### src/design/cti_pkg.sv
// Shared types and constants of the clipped triangle attribute interpolator.
package cti_pkg;

	localparam int MAX_VERTS_DEF = 8;
	localparam int WORD_W        = 32;
	localparam int ATTR_N        = 6;
	localparam int FRAC_W        = 16;
	localparam int DIV_STEPS     = 49;

	localparam logic signed [31:0] Q_ONE   = 32'sh0001_0000;
	localparam logic signed [31:0] T_LIMIT = 32'sh4000_0000;

	// attribute slots: depth, u, v, red, green, blue
	localparam logic [2:0] ATTR_U    = 3'd1;
	localparam logic [2:0] ATTR_V    = 3'd2;
	localparam logic [2:0] ATTR_RED  = 3'd3;
	localparam logic [2:0] ATTR_DONE = 3'd6;

	typedef enum logic [1:0] {
		REG_GOURAUD = 2'd0,
		REG_TEXTURE = 2'd1,
		REG_NUDGE   = 2'd2
	} reg_idx_t;

	typedef enum logic [1:0] {
		OP_DIV  = 2'b01,
		OP_LERP = 2'b10
	} arith_op_t;

	typedef struct packed {
		logic               start;
		arith_op_t          op;
		logic signed [32:0] opa;
		logic signed [32:0] opb;
		logic signed [31:0] t;
	} arith_req_t;

	typedef struct packed {
		logic               done;
		logic signed [31:0] result;
	} arith_rsp_t;

endpackage

### src/design/cti_ram.sv
// Generic single-port-write, registered-read RAM.
module cti_ram #(
	parameter int WIDTH = 64,
	parameter int DEPTH = cti_pkg::MAX_VERTS_DEF
) (
	input  logic                     clk,
	input  logic                     we,
	input  logic [$clog2(DEPTH)-1:0] waddr,
	input  logic [WIDTH-1:0]         wdata,
	input  logic                     re,
	input  logic [$clog2(DEPTH)-1:0] raddr,
	output logic [WIDTH-1:0]         rdata
);

	logic [WIDTH-1:0] mem_q [DEPTH];

	always_ff @(posedge clk) begin
		if (we) begin
			mem_q[waddr] <= wdata;
		end
		if (re) begin
			rdata <= mem_q[raddr];
		end
	end

endmodule

### config.mk
export PLATFORM = sky130hd
export DESIGN_NAME = cti_ram
export DESIGN_NICKNAME = d
export VERILOG_FILES = /design/src/design/cti_pkg.sv /design/src/design/cti_ram.sv
export SDC_FILE = /design/constraint.sdc
export NUM_CORES = 1
export LEC_CHECK = 0
export ABC_AREA = 0
export BUFFER_PORTS_ARGS = -buffer_cell sky130_fd_sc_hd__buf_2
export CAP_MARGIN = 5
export CORE_UTILIZATION = 38
export DETAILED_ROUTE_END_ITERATION = 8
export PLACE_DENSITY_LB_ADDON = 0.12
export SYNTH_ARGS = -nofsm -noshare
export SYNTH_HDL_FRONTEND = slang
export SYNTH_SLANG_ARGS = --single-unit
### constraint.sdc
create_clock -name clk -period 13.45 [get_ports clk]
set_input_delay 1.345 -clock clk [delete_from_list [all_inputs] [get_ports clk]]
set_output_delay 1.345 -clock clk [all_outputs]
set_load 0.02 [all_outputs]
==> results_dict.tcl <==
set metrics [dict create \
    avgSynthCellArea_um2 26.0 \
    gp_congestion 0.669 \
    grt_antenna_before_repair 8 \
    design_area_mm2 0.0246 \
    grtUsageMet1_pct 20.2 \
    crit_slowest_cell "buf_4" \
    rows 86 \
    leakage_nw 7.89 \
    cts-root-buf "clkbuf_16" \
    postCtsHoldBufs 0 \
    cp-start-kind "primary input" \
    clk_pin_slew_ps 60 \
    hp-class "reg2reg" \
    synth_cells 816 \
    grtUsageMet3_pct 3.41 \
    hpwlAfterDp_um 20800 \
    cts_tree "built" \
    cts-resized-gates 0 \
    r2r_cells 2 \
    clk_latency_ps 590 \
    vias_per_cell 4.95 \
    io_buffers 136 \
    grt_max_degree 69 \
    setup_viol_count_final 0 \
    synth_nets 889 \
    worstPathMaxFanout 68 \
    area_growth_syn_to_layout_pct 16.0 \
    maxSlewViolCount 0 \
    clk_path_buf_depth 3 \
    fp.dieW_um 238 \
    ys_ff_latch 576 \
    drt-total-wl_um 42900 \
    intPower_mw 2.99 \
    vias 8894 \
    grt.busiest_layer "met2" \
    yosys.cell_types.count 12 \
    power.density_cell_area_mw_per_mm2 154 \
    worstPathArrival_ps 3750 \
    yosysSeqAreaShare_pct 81.6 \
    irDropWorstVdd_mv 0.106 \
    worstMarginPinSlew_ps 1040 \
    crit_type "in2reg" \
    r2r_start "mem_q[7][22]" \
    place_area_mm2 0.0228 \
    cts_buffers 59 \
    cts_sinks 576 \
    rsz0062_at_grt "no" \
    post_cts_buffers 0 \
    p_switching_mw 0.782 \
    drc 0 \
    fmax_ghz 0.294 \
    nNetsFinal 1071 \
    grtUsageMet2_pct 26.1 \
    ant_nets 0 \
    grt_pass1_wl_um 63500 \
    comb_power_share_pct 5.4 \
    wl_per_cell_um 23.9 \
    die_y_um 238 \
    crit_chain "buf_4 -> buf_4 -> mux4_2 -> mux2_2" \
    cap_violations 0 \
    finalClockSkew_ps 7.66 \
    synth_area_mm2 0.0212 \
    io_pins 137 \
    hold_viol 0 \
    endpoint "rdata[46]" \
    firstDrtPassIters 4 \
    yosysWarnings 0 \
    grt_util_all_layers_pct 15.5 \
    p_sw_share_pct 20.7 \
    core_mm2 0.0551 \
    r2r_end "rdata[22]" \
    finalSetupTns_ps 0 \
    initial_core_util_pct 38.5 \
    crit_top_cell "buf_4" \
    slowest_delay_ps 870 \
    worstSetupEndpointType "register" \
    sequentialPowerShare_pct 54.8 \
    clockPowerShare_pct 39.9 \
    crit_required_ps 13790 \
    drive_gt1_share_pct 41.1 \
    htreeDepth 2 \
    drt_iter0_drc 607 \
    critPathLaunch "raddr[2]" \
    rrSetupSlack_ps 12040 \
    finalCritPeriodShare_pct 25.3 \
    min_period_ps 3400 \
    status "completed" \
    grt_pass1_vias 9587 \
    slew_headroom_pct 30.8 \
    grt-ovfl-total 0 \
    die_area_mm2 0.0567 \
]
==> worst max-delay path, delay by kind of cell <==
kind,cells,cell delay (ps)
mux,2,700
buf+inv,2,1550
==> per-stage QoR <==
stage               power, mW  setup slack (ps)  hold slack, ps  cells  util [%]
finish                   3.78             10050             750   1795      44.6
global route             3.91              9900             770   1793      44.6
CTS                      3.83             10010             760   1793      44.6
detailed placement       2.32              9370             742   1685      41.4
global placement         2.31              9380             743   1685      41.4
floorplan                2.23              7010             732    816         -
==> cell usage in the layout, fill, tap and decap left out, types with 2 or more instances in the layout <==
master and instances:
edfxtp_1 576, clkbuf_1 10, nand2b_1 3, diode_2 2
mux2_2 64, nor3_2 2, clkinv_2 11, bufinv_16 2
buf_2 132, mux4_2 128, nor2_4 6, nand2_1 2
buf_4 23, clkinv_1 24, clkbuf_16 61
==> layer usage <==
metal	wire, µm	up-vias
met4	881	10
met3	1840	75
li1	-	3893
met1	18500	4749
met2	21600	167
met5	68	-
==> registers in the layout (all words and copies together) (netlist names) <==
| register | cells |
|---|---|
| mem_q | 512 |
| rdata | 64 |
==> power by group through the flow <==
stage	clock network [mW]	registers, mW	logic [mW]
2_1_floorplan	0	2.12	0.106
3_3_place_gp	0	2.11	0.207
3_5_place_dp	0	2.11	0.209
4_1_cts	1.55	2.07	0.210
5_1_grt	1.62	2.07	0.221
6_report	1.51	2.07	0.203
==> kinds of logic (layout without fill, tap and decap cells) <==
kind of cell | after synthesis | after routing | share of synthesized area [%]
and+or+nand+nor | 13 | 13 | 0.278
other | 0 | 2 | 0
muxes | 192 | 192 | 17.0
DFF | 576 | 576 | 81.6
buffers and inverters | 35 | 264 | 1.08
==> cell type report <==
type	instances	area, µm²
multi-input combinational	205	3720
antenna	2	5.00
clock inverter	37	205
fill	4703	30500
clock buffer	71	1560
sequential	576	17300
timing repair buffer	156	847
tap	748	936
==> Yosys cell counts <==
master / number / area (µm²)
buf_2: 3 / 15.0
clkbuf_1: 9 / 33.8
buf_4: 3 / 22.5
nand2_1: 2 / 7.51
nor2_1: 6 / 22.5
buf_1: 9 / 33.8
nand2b_1: 3 / 18.8
mux4_2: 128 / 2880
buf_6: 11 / 124
mux2_2: 64 / 721
edfxtp_1: 576 / 17300
nor3_1: 2 / 10.0
==> how the worst min path moves through the flow <==
stage	to	startpoint	slack, ps	cells past startpoint
2_1_floorplan	rdata[0]	mem_q[6][0]	730	2
3_5_place_dp	rdata[56]	mem_q[6][56]	740	2
6_report	rdata[55]	mem_q[7][55]	750	2
3_3_place_gp	rdata[4]	mem_q[6][4]	740	2
5_1_grt	rdata[48]	mem_q[6][48]	770	2
4_1_cts	rdata[42]	mem_q[6][42]	760	2
(Power assumes the default switching activity.)
