## src/design/cti_pkg.sv

```systemverilog
// Shared types and constants of the clipped triangle attribute interpolator.
package cti_pkg;

	localparam int MAX_VERTS_DEF = 8;
	localparam int WORD_W        = 32;
	localparam int ATTR_N        = 6;
	localparam int FRAC_W        = 16;
	localparam int DIV_STEPS     = 49;

	localparam logic signed [31:0] Q_ONE   = 32'sh0001_0000;
	localparam logic signed [31:0] T_LIMIT = 32'sh4000_0000;

	// attribute slots: depth, u, v, red, green, blue
	localparam logic [2:0] ATTR_U    = 3'd1;
	localparam logic [2:0] ATTR_V    = 3'd2;
	localparam logic [2:0] ATTR_RED  = 3'd3;
	localparam logic [2:0] ATTR_DONE = 3'd6;

	typedef enum logic [1:0] {
		REG_GOURAUD = 2'd0,
		REG_TEXTURE = 2'd1,
		REG_NUDGE   = 2'd2
	} reg_idx_t;

	typedef enum logic [1:0] {
		OP_DIV  = 2'b01,
		OP_LERP = 2'b10
	} arith_op_t;

	typedef struct packed {
		logic               start;
		arith_op_t          op;
		logic signed [32:0] opa;
		logic signed [32:0] opb;
		logic signed [31:0] t;
	} arith_req_t;

	typedef struct packed {
		logic               done;
		logic signed [31:0] result;
	} arith_rsp_t;

endpackage

```

## src/design/cti_arith.sv

```systemverilog
// Shared arithmetic unit: serial Q16.16 fraction divider and linear interpolation.
module cti_arith (
	input  logic                clk,
	input  logic                arst_n,
	input  cti_pkg::arith_req_t req,
	output cti_pkg::arith_rsp_t rsp
);

	typedef enum logic [3:0] {
		A_IDLE = 4'b0001,
		A_DIV  = 4'b0010,
		A_MUL  = 4'b0100,
		A_ADD  = 4'b1000
	} astate_t;

	astate_t            st_q;
	logic [32:0]        rem_q;
	logic [48:0]        quo_q;
	logic [32:0]        dvs_q;
	logic [5:0]         cnt_q;
	logic               neg_q;
	logic               dz_q;
	logic signed [31:0] a_q;
	logic signed [32:0] diff_q;
	logic signed [31:0] t_q;
	logic signed [64:0] prod_q;
	logic signed [31:0] res_q;
	logic               done_q;

	logic [32:0]        abs_num;
	logic [32:0]        abs_den;
	logic [33:0]        trial;
	logic               ge;
	logic [33:0]        sub;
	logic [48:0]        q_new;
	logic signed [31:0] q_sat;
	logic signed [49:0] sum;
	logic signed [31:0] sum_sat;

	always_comb begin
		abs_num = req.opa[32] ? 33'(-req.opa) : 33'(req.opa);
		abs_den = req.opb[32] ? 33'(-req.opb) : 33'(req.opb);
		trial   = {rem_q, quo_q[48]};
		ge      = trial >= {1'b0, dvs_q};
		sub     = trial - {1'b0, dvs_q};
		q_new   = {quo_q[47:0], ge};
		q_sat   = (q_new > 49'(cti_pkg::T_LIMIT)) ? cti_pkg::T_LIMIT : 32'(q_new);
		sum     = 50'(a_q) + 50'(prod_q >>> cti_pkg::FRAC_W);
		if (sum > 50'sd2147483647) begin
			sum_sat = 32'sh7FFF_FFFF;
		end else if (sum < -50'sd2147483648) begin
			sum_sat = 32'sh8000_0000;
		end else begin
			sum_sat = 32'(sum);
		end
	end

	always_ff @(posedge clk or negedge arst_n) begin
		if (!arst_n) begin
			st_q   <= A_IDLE;
			done_q <= 1'b0;
		end else begin
			done_q <= 1'b0;
			unique case (st_q)
				A_IDLE: begin
					if (req.start) begin
						if (req.op == cti_pkg::OP_DIV) begin
							st_q <= A_DIV;
						end else begin
							st_q <= A_MUL;
						end
					end
				end
				A_DIV: begin
					if (cnt_q == 6'd1) begin
						st_q   <= A_IDLE;
						done_q <= 1'b1;
					end
				end
				A_MUL: st_q <= A_ADD;
				A_ADD: begin
					st_q   <= A_IDLE;
					done_q <= 1'b1;
				end
				default: st_q <= A_IDLE;
			endcase
		end
	end

	always_ff @(posedge clk) begin
		unique case (st_q)
			A_IDLE: begin
				if (req.start) begin
					rem_q  <= '0;
					quo_q  <= {abs_num, 16'd0};
					dvs_q  <= abs_den;
					cnt_q  <= 6'(cti_pkg::DIV_STEPS);
					neg_q  <= req.opa[32] ^ req.opb[32];
					dz_q   <= (req.opb == '0);
					a_q    <= 32'(req.opa);
					diff_q <= req.opb - req.opa;
					t_q    <= req.t;
				end
			end
			A_DIV: begin
				// one quotient bit per cycle
				rem_q <= ge ? sub[32:0] : trial[32:0];
				quo_q <= q_new;
				cnt_q <= cnt_q - 6'd1;
				if (cnt_q == 6'd1) begin
					res_q <= dz_q ? '0 : (neg_q ? -q_sat : q_sat);
				end
			end
			A_MUL: prod_q <= 65'(diff_q) * 65'(t_q);
			A_ADD: res_q  <= sum_sat;
			default: ;
		endcase
	end

	assign rsp.done   = done_q;
	assign rsp.result = res_q;

endmodule

```

## config.mk

```make
export PLATFORM = sky130hd
export DESIGN_NAME = cti_arith
export DESIGN_NICKNAME = d
export VERILOG_FILES = /design/src/design/cti_pkg.sv /design/src/design/cti_arith.sv
export SDC_FILE = /design/constraint.sdc
export NUM_CORES = 2
export LEC_CHECK = 0
export BUFFER_PORTS_ARGS = -buffer_cell sky130_fd_sc_hd__buf_2
export CAP_MARGIN = 5
export CORE_MARGIN = 1.5
export CORE_UTILIZATION = 65
export DETAILED_ROUTE_END_ITERATION = 8
export GPL_TIMING_DRIVEN = 0
export HOLD_SLACK_MARGIN = 0.03
export PLACE_DENSITY_LB_ADDON = 0.15
export SKIP_CTS_REPAIR_TIMING = 1
export SLEW_MARGIN = 0
export SYNTH_ARGS = -nofsm -noshare
export SYNTH_HDL_FRONTEND = slang
export SYNTH_SLANG_ARGS = --single-unit
```

## constraint.sdc

```tcl
create_clock -name clk -period 11.2 [get_ports clk]
set_input_delay 1.12 -clock clk [delete_from_list [all_inputs] [get_ports clk]]
set_output_delay 1.12 -clock clk [all_outputs]
set_load 0.01 [all_outputs]
```

==> metrics.yaml <==
timing:
  skew_ns: 0.0366
  slew_violations: 0
  worst_slew_pin_slew_ns: 1.37
  min_period_ns: 10.65
  period_share_pct: 95.1
  worst_slack_ns: 0.553
  timing.hold.ws_ns: 0.308
  hold_violations: 0
  timing.setup.tns_ns: 0
  maxSlewHeadroom_pct: 8.58
  finalSetupViolations: 0
  max_freq_mhz: 93.9
  grt_setup_unrepaired: "no"
critical_path:
  cpMaxStageDelayCell: "a221oi_1"
  cp.arrival_ns: 11.01
  worst-path-max-fanout: 10
  ff2ff_path_depth: 29
  startpoint: "t_q[7]"
  cp.buffers_inverters: 6
  cp.required_ns: 11.56
  r2r_start: "t_q[7]"
  r2r-end: "prod_q[64]"
  slowest_delay_ns: 1.05
  cp_common_cell: "fa_1"
  critPathLaunchType: "register"
  cp_top_family: "adder cells"
  cp-end-kind: "register"
  regToRegSetupSlack_ns: 0.55
  critPathKind: "register to register"
routing:
  wire_per_inst_um: 26.6
  drt_iter0_drc: 4906
  drtAntennaViolNets: 0
  post_drt_via_cell_ratio: 6.18
  drcViolationCount: 0
  num_vias: 44101
  dr.pass1.iters: 6
  routed_wl_um: 190000
die:
  dieArea_um2: 87000
  num_rows: 106
  initial_core_util_pct: 66.0
  ios: 136
  die_y_um: 295
  die_w_um: 295
  core_area_um2: 84000
synthesis:
  synth-seq-area-share_pct: 16.5
  netlist_area_um2: 55400
  yosys-top-cells-count: "1126 x inv_1, 1114 x fa_1, 748 x nand2_1"
  ys.flop_type: "edfxtp_1"
  netlist.area_leader.share_pct: 40.3
  syn_inst: 5775
  synth.distinct_cells: 81
  ys_seq_elements: 306
  synth-edff-count: 301
  synth_largest_area_cell: "fa_1"
  synthesis.nets: 7294
  synthArstFlopShare_pct: 1.63
  synth_most_common_cell: "inv_1"
  yosysWarnings: 0
  avgSynthCellArea_um2: 9.59
  synth.top_cells.by_area: "fa_1 40%, edfxtp_1 16%, inv_1 7.6%, ha_1 6.8%, and2_1 6.0%"
grt:
  grt_pass1_wl_um: 280000
  track_usage_pct: 45.0
  antenna_found_initial: 24
  first_global_vias: 44253
  grt_max_degree: 78
  grt_overflow: 0
clocking:
  htreeDepth: 2
  cts_buffer_depth: 3
  clock-sinks: 306
  clock_latency_ns: 0.63
  cts_buffers: 38
  cts_root_buf: "clkbuf_16"
  cts.clk_slew.worst_paths_ns: 0.07
  cts_tree: "yes"
power:
  pwr_density_cell_nw_per_um2: 46.6
  ir_worst_vdd_uv: 129
  power_mw: 2.75
  p_leak_nw: 27.6
final_layout:
  area_growth_pct: 6.53
  nets: 7482
  drive_gt1_share_pct: 4.16
  final_area_um2: 59000
  fillCellCount: 6588
job:
  drv_cap: 0
placement:
  placed_area_um2: 57600
  dpl.hpwl_um: 155000
  pre_cts_ws_ns: 0.971
  gp_congestion: 1.07
  io_buffers: 134
run_status:
  status: "complete, no violations"
min_path:
  hp-class: "input port to async pin"
-- metal layers --
metal | GRT usage [%] | share of wire [%] | vias to the layer above
met5 | 0 | 0.018 | -
met4 | 26.2 | 7.2 | 6
met3 | 13.7 | 14 | 746
met2 | 64.9 | 42 | 3052
met1 | 60.5 | 36 | 22011
li1 | - | - | 18286
-- kinds of logic (layout without fill, tap and decap cells) --
logic type / count (synthesis) / after routing / synth area share, %
AOI/OAI and AO/OA: 658 / 658 / 7.56
muxes: 1 / 1 / 0.0181
DFF: 306 / 306 / 16.5
other: 0 / 15 / 0
adders and majority gates: 1416 / 1416 / 47.1
xor gates and xnor gates: 227 / 227 / 3.59
buffers and inverters: 1390 / 1606 / 9.46
and+or+nand+nor: 1777 / 1777 / 15.7
-- metrics by stage --
stage	utilization (%)	std cells
after floorplan	-	5775
after detailed placement	68.6	7055
after CTS	70.2	7123
after global placement	68.5	7043
final	70.3	7140
after global routing	70.3	7131
-- where the power goes --
part | switching (mW) | internal, mW | total [mW]
logic | 0.112 | 0.0728 | 0.185
registers | 0 | 1.25 | 1.25
clock network | 0.580 | 0.733 | 1.31
-- cell type report --
type / instances / area, µm² / share of cell area (%)
tap: 1134 / 1420 / 2.40
antenna: 15 / 37.5 / 0.0636
timing repair buffer: 148 / 856 / 1.45
clock buffer: 47 / 1020 / 1.74
multi-input combinational: 4079 / 41000 / 69.5
buffer: 263 / 1010 / 1.71
clock inverter: 21 / 254 / 0.430
inverter: 1127 / 4240 / 7.18
sequential: 306 / 9170 / 15.5
-- flip-flops by register name (all words and copies together) (netlist names) --
name    count
quo_q      49
cnt_q       6
dz_q        1
diff_q     33
prod_q     49
done_q      1
t_q        32
st_q        4
dvs_q      33
neg_q       1
rem_q      33
a_q        32
res_q      32
-- layout by cell type (no fill, tap or decap), types with 145 or more instances in the layout --
cell,instances
edfxtp_1,301
ha_1,302
xnor2_1,164
o21ai_0,145
inv_1,1125
clkbuf_1,256
a21oi_1,226
fa_1,1114
nand2_1,747
and2_1,528
nor2_1,196
-- worst max-delay path by stage --
stage | endpoint | slack [ns] | cells past startpoint
after global routing | prod_q[64] | 0.30 | 26
after detailed placement | prod_q[64] | 0.97 | 28
after CTS | prod_q[64] | 0.88 | 26
final | prod_q[64] | 0.55 | 29
after floorplan | prod_q[64] | 2.98 | 26
after global placement | prod_q[64] | 1.04 | 26
(Power assumes the default switching activity.)
